--- src/ntl_pkg.sv ---
// Shared types and constants for the NDEF TLV locator.
// No dependencies; used by ntl_result_if, ntl_core and ndef_tlv_locator.
package ntl_pkg;

  localparam int POS_W        = 13;   // width of every reported offset
  localparam int LEN_W        = 16;   // full TLV length field
  localparam int MAX_AREA_DEF = 4096;

  localparam logic [7:0] BYTE_PAD  = 8'h00;
  localparam logic [7:0] BYTE_NDEF = 8'h03;
  localparam logic [7:0] BYTE_TERM = 8'hFE;
  localparam logic [7:0] BYTE_LONG = 8'hFF;

  typedef enum logic [1:0] {
    ST_FOUND       = 2'd0,
    ST_NO_NDEF     = 2'd1,
    ST_TRUNC_NDEF  = 2'd2,
    ST_TRUNC_AFTER = 2'd3
  } ntl_status_t;

  typedef struct packed {
    ntl_status_t        status;
    logic [POS_W-1:0]   tlv_start;
    logic [POS_W-1:0]   value_start;
    logic [POS_W-1:0]   value_len;
    logic [POS_W-1:0]   tlv_end;
    logic [POS_W-1:0]   stream_end;
  } ntl_result_t;

endpackage

--- src/ntl_byte_if.sv ---
// Valid/ready channel carrying one byte of the tag data area per beat.
// Depends on nothing.
interface ntl_byte_if;
  logic       valid;
  logic       ready;
  logic [7:0] data_byte;
  logic       last_byte;

  modport source (output valid, output data_byte, output last_byte, input ready);
  modport sink   (input valid, input data_byte, input last_byte, output ready);
endinterface

--- src/ntl_result_if.sv ---
// Valid/ready channel carrying one locator result per beat.
// Depends on ntl_pkg for the offset width.
interface ntl_result_if;
  logic                      valid;
  logic                      ready;
  logic [1:0]                status;
  logic [ntl_pkg::POS_W-1:0] tlv_start;
  logic [ntl_pkg::POS_W-1:0] value_start;
  logic [ntl_pkg::POS_W-1:0] value_len;
  logic [ntl_pkg::POS_W-1:0] tlv_end;
  logic [ntl_pkg::POS_W-1:0] stream_end;

  modport source (output valid, output status, output tlv_start, output value_start,
                  output value_len, output tlv_end, output stream_end, input ready);
  modport sink   (input valid, input status, input tlv_start, input value_start,
                  input value_len, input tlv_end, input stream_end, output ready);
endinterface

--- src/ntl_core.sv ---
// TLV walker: consumes one byte per enabled cycle and produces the area result
// combinationally on the final byte. Depends on ntl_pkg.
module ntl_core #(
  parameter int MAX_AREA = ntl_pkg::MAX_AREA_DEF
) (
  input  logic                 clk,
  input  logic                 rst,
  input  logic                 en,
  input  logic [7:0]           data_byte,
  input  logic                 last_byte,
  output ntl_pkg::ntl_result_t res
);
  import ntl_pkg::*;

  localparam int CW = $clog2(MAX_AREA + 1);

  typedef enum logic [2:0] {
    PH_TYPE, PH_LEN, PH_LENHI, PH_LENLO, PH_VALUE, PH_DONE
  } phase_t;

  phase_t           phase, phase_next;
  logic [CW-1:0]    byte_position, byte_position_next;
  logic [7:0]       length_high, length_high_next;
  logic [LEN_W-1:0] remaining, remaining_next;
  logic             cur_ndef, cur_ndef_next;
  logic             found, found_next;
  logic             over_area, over_area_next;
  logic [POS_W-1:0] tlv_start, tlv_start_next;
  logic [POS_W-1:0] value_start, value_start_next;
  logic [POS_W-1:0] value_len, value_len_next;
  logic [POS_W-1:0] stream_end, stream_end_next;

  logic             in_range;
  logic [POS_W-1:0] pos;
  logic             vb_go;
  logic [LEN_W-1:0] vb_len;

  assign in_range = byte_position < CW'(MAX_AREA);
  assign pos      = POS_W'(byte_position);

  always_comb begin
    phase_next         = phase;
    byte_position_next = byte_position;
    length_high_next   = length_high;
    remaining_next     = remaining;
    cur_ndef_next      = cur_ndef;
    found_next         = found;
    over_area_next     = over_area;
    tlv_start_next     = tlv_start;
    value_start_next   = value_start;
    value_len_next     = value_len;
    stream_end_next    = stream_end;
    vb_go              = 1'b0;
    vb_len             = '0;
    res                = '0;

    if (en) begin
      if (in_range) begin
        byte_position_next = byte_position + 1'b1;
        unique case (phase)
          PH_TYPE: begin
            if (data_byte == BYTE_TERM) begin
              if (found) stream_end_next = pos + 1'b1;
              phase_next = PH_DONE;
            end else if (data_byte != BYTE_PAD) begin
              cur_ndef_next = (data_byte == BYTE_NDEF) && !found;
              if ((data_byte == BYTE_NDEF) && !found) tlv_start_next = pos;
              phase_next = PH_LEN;
            end
          end
          PH_LEN: begin
            if (data_byte == BYTE_LONG) begin
              phase_next = PH_LENHI;
            end else begin
              vb_go  = 1'b1;
              vb_len = {8'h00, data_byte};
            end
          end
          PH_LENHI: begin
            length_high_next = data_byte;
            phase_next       = PH_LENLO;
          end
          PH_LENLO: begin
            vb_go  = 1'b1;
            vb_len = {length_high, data_byte};
          end
          PH_VALUE: begin
            remaining_next = remaining - 1'b1;
            if (remaining == LEN_W'(1)) begin
              if (cur_ndef) begin
                found_next    = 1'b1;
                cur_ndef_next = 1'b0;
              end
              phase_next = PH_TYPE;
            end
          end
          PH_DONE: begin
            phase_next = PH_DONE;
          end
          default: phase_next = PH_TYPE;
        endcase

        // value field starts after the length bytes
        if (vb_go) begin
          if (cur_ndef) begin
            value_start_next = pos + 1'b1;
            value_len_next   = vb_len[POS_W-1:0];
          end
          remaining_next = vb_len;
          if (vb_len == '0) begin
            if (cur_ndef) begin
              found_next    = 1'b1;
              cur_ndef_next = 1'b0;
            end
            phase_next = PH_TYPE;
          end else begin
            phase_next = PH_VALUE;
          end
        end
      end else begin
        over_area_next = 1'b1;
      end

      if (last_byte) begin
        if (over_area_next) begin
          res.status = ST_TRUNC_NDEF;
        end else if (phase_next == PH_TYPE || phase_next == PH_DONE) begin
          res.status = found_next ? ST_FOUND : ST_NO_NDEF;
          if (found_next && phase_next == PH_TYPE)
            stream_end_next = POS_W'(byte_position_next);
        end else begin
          res.status = found_next ? ST_TRUNC_AFTER : ST_TRUNC_NDEF;
        end

        if (res.status == ST_FOUND) begin
          res.tlv_start   = tlv_start_next;
          res.value_start = value_start_next;
          res.value_len   = value_len_next;
          res.tlv_end     = value_start_next + value_len_next;
          res.stream_end  = stream_end_next;
        end

        // start over for the next area
        phase_next         = PH_TYPE;
        byte_position_next = '0;
        length_high_next   = '0;
        remaining_next     = '0;
        cur_ndef_next      = 1'b0;
        found_next         = 1'b0;
        over_area_next     = 1'b0;
        tlv_start_next     = '0;
        value_start_next   = '0;
        value_len_next     = '0;
        stream_end_next    = '0;
      end
    end
  end

  always_ff @(posedge clk) begin
    if (rst) begin
      phase         <= PH_TYPE;
      byte_position <= '0;
      length_high   <= '0;
      remaining     <= '0;
      cur_ndef      <= 1'b0;
      found         <= 1'b0;
      over_area     <= 1'b0;
      tlv_start     <= '0;
      value_start   <= '0;
      value_len     <= '0;
      stream_end    <= '0;
    end else begin
      phase         <= phase_next;
      byte_position <= byte_position_next;
      length_high   <= length_high_next;
      remaining     <= remaining_next;
      cur_ndef      <= cur_ndef_next;
      found         <= found_next;
      over_area     <= over_area_next;
      tlv_start     <= tlv_start_next;
      value_start   <= value_start_next;
      value_len     <= value_len_next;
      stream_end    <= stream_end_next;
    end
  end

endmodule

--- src/ndef_tlv_locator.sv ---
// NDEF TLV locator top level: input register, TLV walker, result register.
// Depends on ntl_pkg, ntl_byte_if, ntl_result_if and ntl_core.
//
// Usage:
//   bytes  : one byte of a tag data area per beat, last_byte set on the final
//            byte of the area. Areas follow each other with no gap.
//   result : one beat per area: status plus the NDEF TLV offsets, value length,
//            end of the NDEF value and stream end. Offsets are zero unless the
//            status is "found".
// Timing:
//   One byte per clock sustained while no result waits on result.ready. A byte
//   is captured in the input register, then the walker updates its state; the
//   result register captures the result beat from the walker on the final byte.
//   The rate is set by the walker state update, which is combinational.
// Stall:
//   While a result waits on result.ready, the byte in the input register holds
//   and bytes.ready drops once that register is full; nothing is dropped.
// Reset:
//   rst (synchronous) empties both registers and returns the walker to the
//   start of an area. No setup pass is needed after reset.
module ndef_tlv_locator #(
  parameter int MAX_AREA = ntl_pkg::MAX_AREA_DEF
) (
  input logic          clk,
  input logic          rst,
  ntl_byte_if.sink     bytes,
  ntl_result_if.source result
);
  import ntl_pkg::*;

  logic        in_valid;
  logic [7:0]  in_data;
  logic        in_last;
  logic        advance;
  logic        step;
  logic        out_valid;
  ntl_result_t out_res;
  ntl_result_t core_res;

  assign advance     = !out_valid || result.ready;
  assign step        = in_valid && advance;
  assign bytes.ready = !in_valid || advance;

  always_ff @(posedge clk) begin
    if (rst) begin
      in_valid <= 1'b0;
    end else if (bytes.valid && bytes.ready) begin
      in_valid <= 1'b1;
    end else if (advance) begin
      in_valid <= 1'b0;
    end
    if (bytes.valid && bytes.ready) begin
      in_data <= bytes.data_byte;
      in_last <= bytes.last_byte;
    end
  end

  ntl_core #(
    .MAX_AREA (MAX_AREA)
  ) u_core (
    .clk       (clk),
    .rst       (rst),
    .en        (step),
    .data_byte (in_data),
    .last_byte (in_last),
    .res       (core_res)
  );

  always_ff @(posedge clk) begin
    if (rst) begin
      out_valid <= 1'b0;
    end else if (step && in_last) begin
      out_valid <= 1'b1;
    end else if (result.ready) begin
      out_valid <= 1'b0;
    end
    if (step && in_last) out_res <= core_res;
  end

  assign result.valid       = out_valid;
  assign result.status      = out_res.status;
  assign result.tlv_start   = out_res.tlv_start;
  assign result.value_start = out_res.value_start;
  assign result.value_len   = out_res.value_len;
  assign result.tlv_end     = out_res.tlv_end;
  assign result.stream_end  = out_res.stream_end;

endmodule
--- src/flat_wrapper.sv ---
// flat-port wrapper written by rule: the top's interface ports become plain ports
module ndef_tlv_locator_flat import ntl_pkg::*;
#(
  parameter int MAX_AREA = ntl_pkg::MAX_AREA_DEF
)
  (clk, rst, bytes_valid, bytes_data_byte, bytes_last_byte, bytes_ready, result_valid, result_status, result_tlv_start, result_value_start, result_value_len, result_tlv_end, result_stream_end, result_ready);
  ntl_byte_if bytes_i ();
  ntl_result_if result_i ();
  input logic clk;
  input logic rst;
  input wire logic [$bits(bytes_i.valid)-1:0] bytes_valid;
  input wire logic [$bits(bytes_i.data_byte)-1:0] bytes_data_byte;
  input wire logic [$bits(bytes_i.last_byte)-1:0] bytes_last_byte;
  output wire logic [$bits(bytes_i.ready)-1:0] bytes_ready;
  output wire logic [$bits(result_i.valid)-1:0] result_valid;
  output wire logic [$bits(result_i.status)-1:0] result_status;
  output wire logic [$bits(result_i.tlv_start)-1:0] result_tlv_start;
  output wire logic [$bits(result_i.value_start)-1:0] result_value_start;
  output wire logic [$bits(result_i.value_len)-1:0] result_value_len;
  output wire logic [$bits(result_i.tlv_end)-1:0] result_tlv_end;
  output wire logic [$bits(result_i.stream_end)-1:0] result_stream_end;
  input wire logic [$bits(result_i.ready)-1:0] result_ready;
  assign bytes_i.valid = bytes_valid;
  assign bytes_i.data_byte = bytes_data_byte;
  assign bytes_i.last_byte = bytes_last_byte;
  assign bytes_ready = bytes_i.ready;
  assign result_valid = result_i.valid;
  assign result_status = result_i.status;
  assign result_tlv_start = result_i.tlv_start;
  assign result_value_start = result_i.value_start;
  assign result_value_len = result_i.value_len;
  assign result_tlv_end = result_i.tlv_end;
  assign result_stream_end = result_i.stream_end;
  assign result_i.ready = result_ready;
  ndef_tlv_locator #(.MAX_AREA(MAX_AREA)) u_core (.clk(clk), .rst(rst), .bytes(bytes_i), .result(result_i));
endmodule
--- config.mk ---
export PLATFORM = sky130hd
export DESIGN_NAME = ndef_tlv_locator_flat
export DESIGN_NICKNAME = d
export VERILOG_FILES = /design/src/ntl_pkg.sv /design/src/ntl_byte_if.sv /design/src/ntl_result_if.sv /design/src/ntl_core.sv /design/src/ndef_tlv_locator.sv /design/src/flat_wrapper.sv
export SDC_FILE = /design/constraint.sdc
export NUM_CORES = 1
export LEC_CHECK = 0
export BUFFER_PORTS_ARGS = -buffer_cell sky130_fd_sc_hd__buf_4
export CAP_MARGIN = 20
export CORE_ASPECT_RATIO = 1.2
export CORE_UTILIZATION = 47
export CTS_CLUSTER_DIAMETER = 60
export DETAILED_ROUTE_END_ITERATION = 7
export PLACE_DENSITY = 0.63
export REMOVE_ABC_BUFFERS = 1
export SETUP_SLACK_MARGIN = 0.4
export SYNTH_ARGS = -nofsm -noshare
export SYNTH_HDL_FRONTEND = slang
export SYNTH_SLANG_ARGS = --single-unit
--- constraint.sdc ---
create_clock -name clk -period 5.2 [get_ports clk]
set_input_delay 0 -clock clk [delete_from_list [all_inputs] [get_ports clk]]
set_output_delay 0 -clock clk [all_outputs]
set_load 0.01 [all_outputs]
# Word level (Yosys, flattened, before mapping)
# Cells that the tools add are included.
# Widths: inputs -> output; s select.
[classes]
add_sub_neg = 3
order_cmp = 1
n_eq_ne = 10
mux = 82
n_reduce_logical = 26
[op_table]
columns = ["operator", "count"]
rows = [
  ["$mux 13", 26],
  ["$mux 16", 6],
  ["$mux 8", 4],
  ["$pmux 16 s2", 1],
  ["$mux 1", 29],
  ["$mux 3", 9],
  ["$pmux 3 s6", 1],
  ["$eq 16x1->1 const B", 1],
  ["$eq 8x8->1 const B", 2],
  ["$logic_not 16->1", 1],
  ["$sub 16x1->16 const B", 1],
  ["$add 13x1->13 const B", 1],
  ["$add 13x13->13", 1],
  ["$lt 13x13->1 const B", 1],
  ["$eq 3x3->1 const B", 3],
  ["$reduce_and 3->1", 3],
  ["$eq 8x2->1 const B", 1],
  ["$mux 2", 4],
  ["$reduce_bool 2->1", 4],
  ["$reduce_bool 8->1", 1],
  ["$eq 3x2->1 const B", 2],
  ["$logic_not 3->1", 2],
  ["$logic_and 1x1->1", 5],
  ["$pmux 1 s2", 2],
  ["other kinds (6)", 11],
]
[word_totals]
ff_bits = 173
inputBits = 13
out_inout_bits = 69
wordCells = 143

# Logic depth before layout (Yosys ltp)
[logic_depth]
word_depth = 18
mapped_depth = 15

# Modules after synthesis
# A second synthesis with hierarchy kept.
[hier_totals]
hier_cells = 875
hier_area_um2 = 8215.4
[by_module_without_submodules]
columns = ["module", "n_inst", "cells_per_inst", "area_per_inst_um2", "seq_area_each_um2"]
rows = [
  ["ntl_core", 1, 788, 5830.6, 1901.8],
  ["ndef_tlv_locator", 1, 87, 2384.8, 2322.2],
]

# Least setup slack after synthesis
# OpenSTA, ideal clock, no wires.
[synth_timing]
path_kind = "register -> register"
start = "register u_core.in_data[0]"
end = "register u_core.out_res (netlist bit u_core.result.tlv_end[12]), data pin"
arrival_time_ns = 3.080
slack_ns = 1.845
path_stages_with_launch = 14
path_buffers = 2
period_less_slack_ns = 3.355
cell_sequence = "edfxtp_1 > and4_1 > a311o_1 > clkbuf_1 > clkbuf_1 > mux2_2 > ha_1 > fa_1 > a211oi_1 > o21ai_0 > nand3_1 > nand3_1 > a21oi_1 > nor4b_2"
[synth_between]
elab_chain_len = 18
elab_cells_between_ends = 43
cone_classes = "add/sub (1); eq/ne (3); mux (33); reduce/logical (6)"
[synth_rtl]
columns = ["element", "line_no", "rtl"]
rows = [
  ["start: declaration", "ndef_tlv_locator.sv:32", "logic [7:0] in_data;"],
  ["start signal: assignment", "ndef_tlv_locator.sv:53", "in_data <= bytes.data_byte;"],
  ["$eq 8x8->1", "ntl_core.sv:72", "if (data_byte == BYTE_LONG) begin"],
  ["$mux 8", "ntl_core.sv:72", ""],
  ["$pmux 16 s2", "ntl_core.sv:60", "unique case (phase)"],
  ["$mux 16", "ntl_core.sv:58", "if (in_range) begin"],
  ["$mux 16", "ntl_core.sv:57", "if (en) begin"],
  ["$logic_not 16->1", "ntl_core.sv:110", "if (vb_len == '0) begin"],
  ["$mux 3", "ntl_core.sv:110", ""],
  ["$mux 3", "ntl_core.sv:104", "if (vb_go) begin"],
  ["[... 2 more ...]", "--", ""],
  ["$eq 3x3->1 or $logic_not 3->1 (tied branches)", "ntl_core.sv:127", "end else if (phase_next == PH_TYPE || phase_next == PH_DONE) begin"],
  ["$logic_or 1x1->1", "ntl_core.sv:127", ""],
  ["$mux 2", "ntl_core.sv:127", ""],
  ["$mux 2", "ntl_core.sv:125", "if (over_area_next) begin"],
  ["$mux 2", "ntl_core.sv:124", "if (last_byte) begin"],
  ["$mux 2", "ntl_core.sv:57", ""],
  ["$logic_not 2->1", "ntl_core.sv:135", "if (res.status == ST_FOUND) begin"],
  ["$reduce_and 3->1 (no line)", "--", ""],
  ["end signal: assignment", "ndef_tlv_locator.sv:77", "if (step && in_last) out_res <= core_res;"],
  ["end: declaration", "ndef_tlv_locator.sv:37", "ntl_result_t out_res;"],
]
# Parallel ways exist; a longest one is shown, timed or not. The select of a mux whose other input is x is not followed.
# A chain may end at the register's enable or synchronous reset.

# Worst setup path after layout
# Same ends and word-level chain as after synthesis.

==> flow_summary.toml <==
[synth]
syn_area_per_cell_um2 = 9.71
async_reset_ff_share_pct = 0
synth-edff-count = 76
ys_seq_area_share_pct = 47.1
synth_cells = 924
yosysUniqueCellTypes = 71
ys_ff_latch = 173
netlist_area_um2 = 8970
yosys_warnings = 0
synth_ff_type = "dfxtp_1"

[critical_path]
critical-path-top-delay-family = "compound AO/OA/AOI/OAI gates"
path_buf_inv = 0
critPathSlowestCell = "a311o_1"
crit_required_ns = 5.35
cp_cell_sequence = "and4_1 -> a311o_1 -> mux2_2 -> ha_1 -> fa_1 -> a211oi_1 -> o21ai_0 -> nand3_1 -> nand3_1 -> a21oi_1 -> nor4b_2"
crit_cells = 11
max_stage_delay_ns = 0.76
critPathKind = "reg2reg"
crit_path_frequent_cell = "nand3_1"
critPathMaxFanout = 22
rr_worst_depth = 11
ff2ff_setup_slack_ns = 1.25
endpoint_kind = "flip-flop"
arrival_ns = 4.10
cp-start-kind = "flip-flop"

[floorplanning]
die_area_um2 = 19600
die_width_um = 128
core_area_um2 = 18800
io_pins = 82
initial_core_util_pct = 47.7
rows = 55
die_y_um = 153

[power]
power.internal_mw = 2.24
p_leak_nw = 3.62
seqPwrFrac_pct = 49.0
power_switching_mw = 0.722
p_per_area_nw_per_um2 = 286
p_sw_share_pct = 24.4
pwr-share-clk_pct = 43.4
comb_power_share_pct = 7.6
irDropWorstVdd_v = 0.000218

[cts]
clockBufferDepth = 2
cts_tree = "built"
cts_buffers = 17
cts.clk_slew.worst_paths_ns = 0.07
clk-insertion-delay-late_ns = 0.44
cts.sinks = 173
cts_resized = 0
cts_max_level = 4
clock-root-buffer = "clkbuf_16"

[grt]
grt_pass1_vias = 6674
gr-total-overflow = 0
grt_pass1_wl_um = 35700
grt_usage_pct = 23.3
antenna_found_initial = 0
grt_max_degree = 98

[worst_hold_path]
hold_depth = 2
hp-class = "in2reg"

[sta]
worst_slew_pin_slew_ns = 1.10
fin_tns_setup_ns = 0
period_minus_slack_ns = 3.95
finClkSkew_ns = 0.0112
final_max_slew_viol_count = 0
relSlewSlack_pct = 26.7
finalSetupViolations = 0
period_share_pct = 76.0
fmax_mhz = 253
hold_viol_final = 0
rsz0062_at_grt = "no"

[routing]
dr.pass1.iters = 5
vias_per_cell = 5.80
postRouteWirelength_um = 22400
drc = 0
ant_nets = 0
first_iter_violations = 512
vias = 7196
wl_per_cell_um = 18.0

[final_layout]
final_common_cell = "nor2_1"
regMostFlops = "u_core.u_core.remaining"
fill_cells = 1696
stdcell_area_um2 = 10400
final_core_util_pct = 55.2
largest_reg_flops = 16
layout_common_cells = "119 x nor2_1, 97 x dfxtp_1, 92 x buf_4"
drive_gt1_share_pct = 19.0
final_nets = 1002
multi_input_area_um2 = 4360
syn_to_final_growth_pct = 15.6
seq_area_um2 = 4220
diodes = 0

[placed_design]
place_congestion = 0.867
numPortBuffers = 81
dp_hpwl_um = 14700
dpl_cell_area_um2 = 9660

[flow_run]
maxCapViolations = 0

[run_status]
status = "complete, no violations"
power groups by stage:
stage / Sequential, mW / Clock (mW) / Combinational, mW
after global placement: 1.48 / 0 / 0.217
after detailed placement: 1.48 / 0 / 0.217
final: 1.45 / 1.28 / 0.226
after global routing: 1.45 / 1.36 / 0.243
after floorplan: 1.48 / 0 / 0.126
after CTS: 1.45 / 1.30 / 0.226
synthesized netlist by cell type (4+ instances only):
cell | count | area, µm²
nor2_1 | 119 | 447
dfxtp_1 | 97 | 1940
edfxtp_1 | 76 | 2280
nand2_1 | 66 | 248
a22oi_1 | 63 | 473
clkbuf_1 | 56 | 210
o21ai_0 | 51 | 255
a21oi_1 | 41 | 205
nor3_1 | 39 | 195
nor3_2 | 20 | 200
xor2_1 | 19 | 166
mux2i_1 | 18 | 180
ha_1 | 16 | 200
inv_1 | 15 | 56.3
nor3b_1 | 15 | 113
nand3_1 | 13 | 65.1
nor4_1 | 13 | 81.3
xnor2_1 | 13 | 114
nor3b_2 | 10 | 125
and2_1 | 9 | 56.3
mux2_2 | 9 | 101
a2111oi_2 | 8 | 120
buf_2 | 8 | 40.0
a311oi_1 | 7 | 61.3
a31oi_1 | 7 | 43.8
nand4_1 | 7 | 43.8
o31ai_1 | 7 | 52.6
a211oi_1 | 6 | 45.0
and3_1 | 6 | 37.5
buf_6 | 6 | 67.6
or3_1 | 6 | 37.5
buf_1 | 5 | 18.8
nand2b_1 | 5 | 31.3
o21a_1 | 5 | 37.5
and4_1 | 4 | 35.0
nand3b_1 | 4 | 30.0
per-stage QoR:
stage	hold WS, ns	power [mW]	std cells	worst slack (ns)
3_5_place_dp	0.179	1.70	1197	1.32
3_3_place_gp	0.179	1.70	1197	1.38
4_1_cts	0.239	2.98	1241	1.29
6_report	0.179	2.96	1241	1.25
5_1_grt	0.266	3.05	1241	0.996
2_1_floorplan	0.0691	1.61	849	1.19
worst reg2reg max path, cell delays in order (launching register included):
cell	delay [ns]
edfxtp_1	0.54
and4_1	0.29
a311o_1	0.76
mux2_2	0.45
ha_1	0.23
fa_1	0.44
a211oi_1	0.32
o21ai_0	0.18
nand3_1	0.12
nand3_1	0.10
a21oi_1	0.17
nor4b_2	0.07
final cells by class:
cell class | count | area share (%)
clock buffers | 20 | 4.40
clock inverters | 12 | 1.33
inverters | 16 | 0.579
multi-input cells | 660 | 42.1
flip-flops and latches | 173 | 40.7
well taps | 256 | 3.09
repair buffers | 104 | 7.82
logic make-up after synthesis:
group,Yosys count,share of synthesized area (%)
AOI/OAI and AO/OA,228,18.0
xor gates and xnor gates,32,3.13
adders and majority gates,17,2.46
buffers and inverters,91,4.42
DFF,173,47.1
muxes,28,3.31
and+or+nand+nor,355,21.6
worst paths after layout:
kind	endpoint	start
worst min-delay path	u_core.in_valid	rst
worst max-delay path	u_core.result.tlv_end[12]	u_core.in_data[0]
worst max register to register	u_core.result.tlv_end[12]	u_core.in_data[0]
worst min register to register	u_core.u_core.remaining[15]	u_core.u_core.remaining[15]
timing repair:
item / CTS / global route
endpoints found under the hold margin: 11 / 0
setup buffers: 0 / 0
hold buffers: 12 / 0
per-layer routing:
metal	global-route usage [%]	vias up	part of all wire, %
met5	0	-	0
met1	31.0	3462	45
met4	7.17	0	1.5
li1	-	3516	-
met3	4.34	20	4.6
met2	38.4	198	49
(Power assumes the default switching activity.)
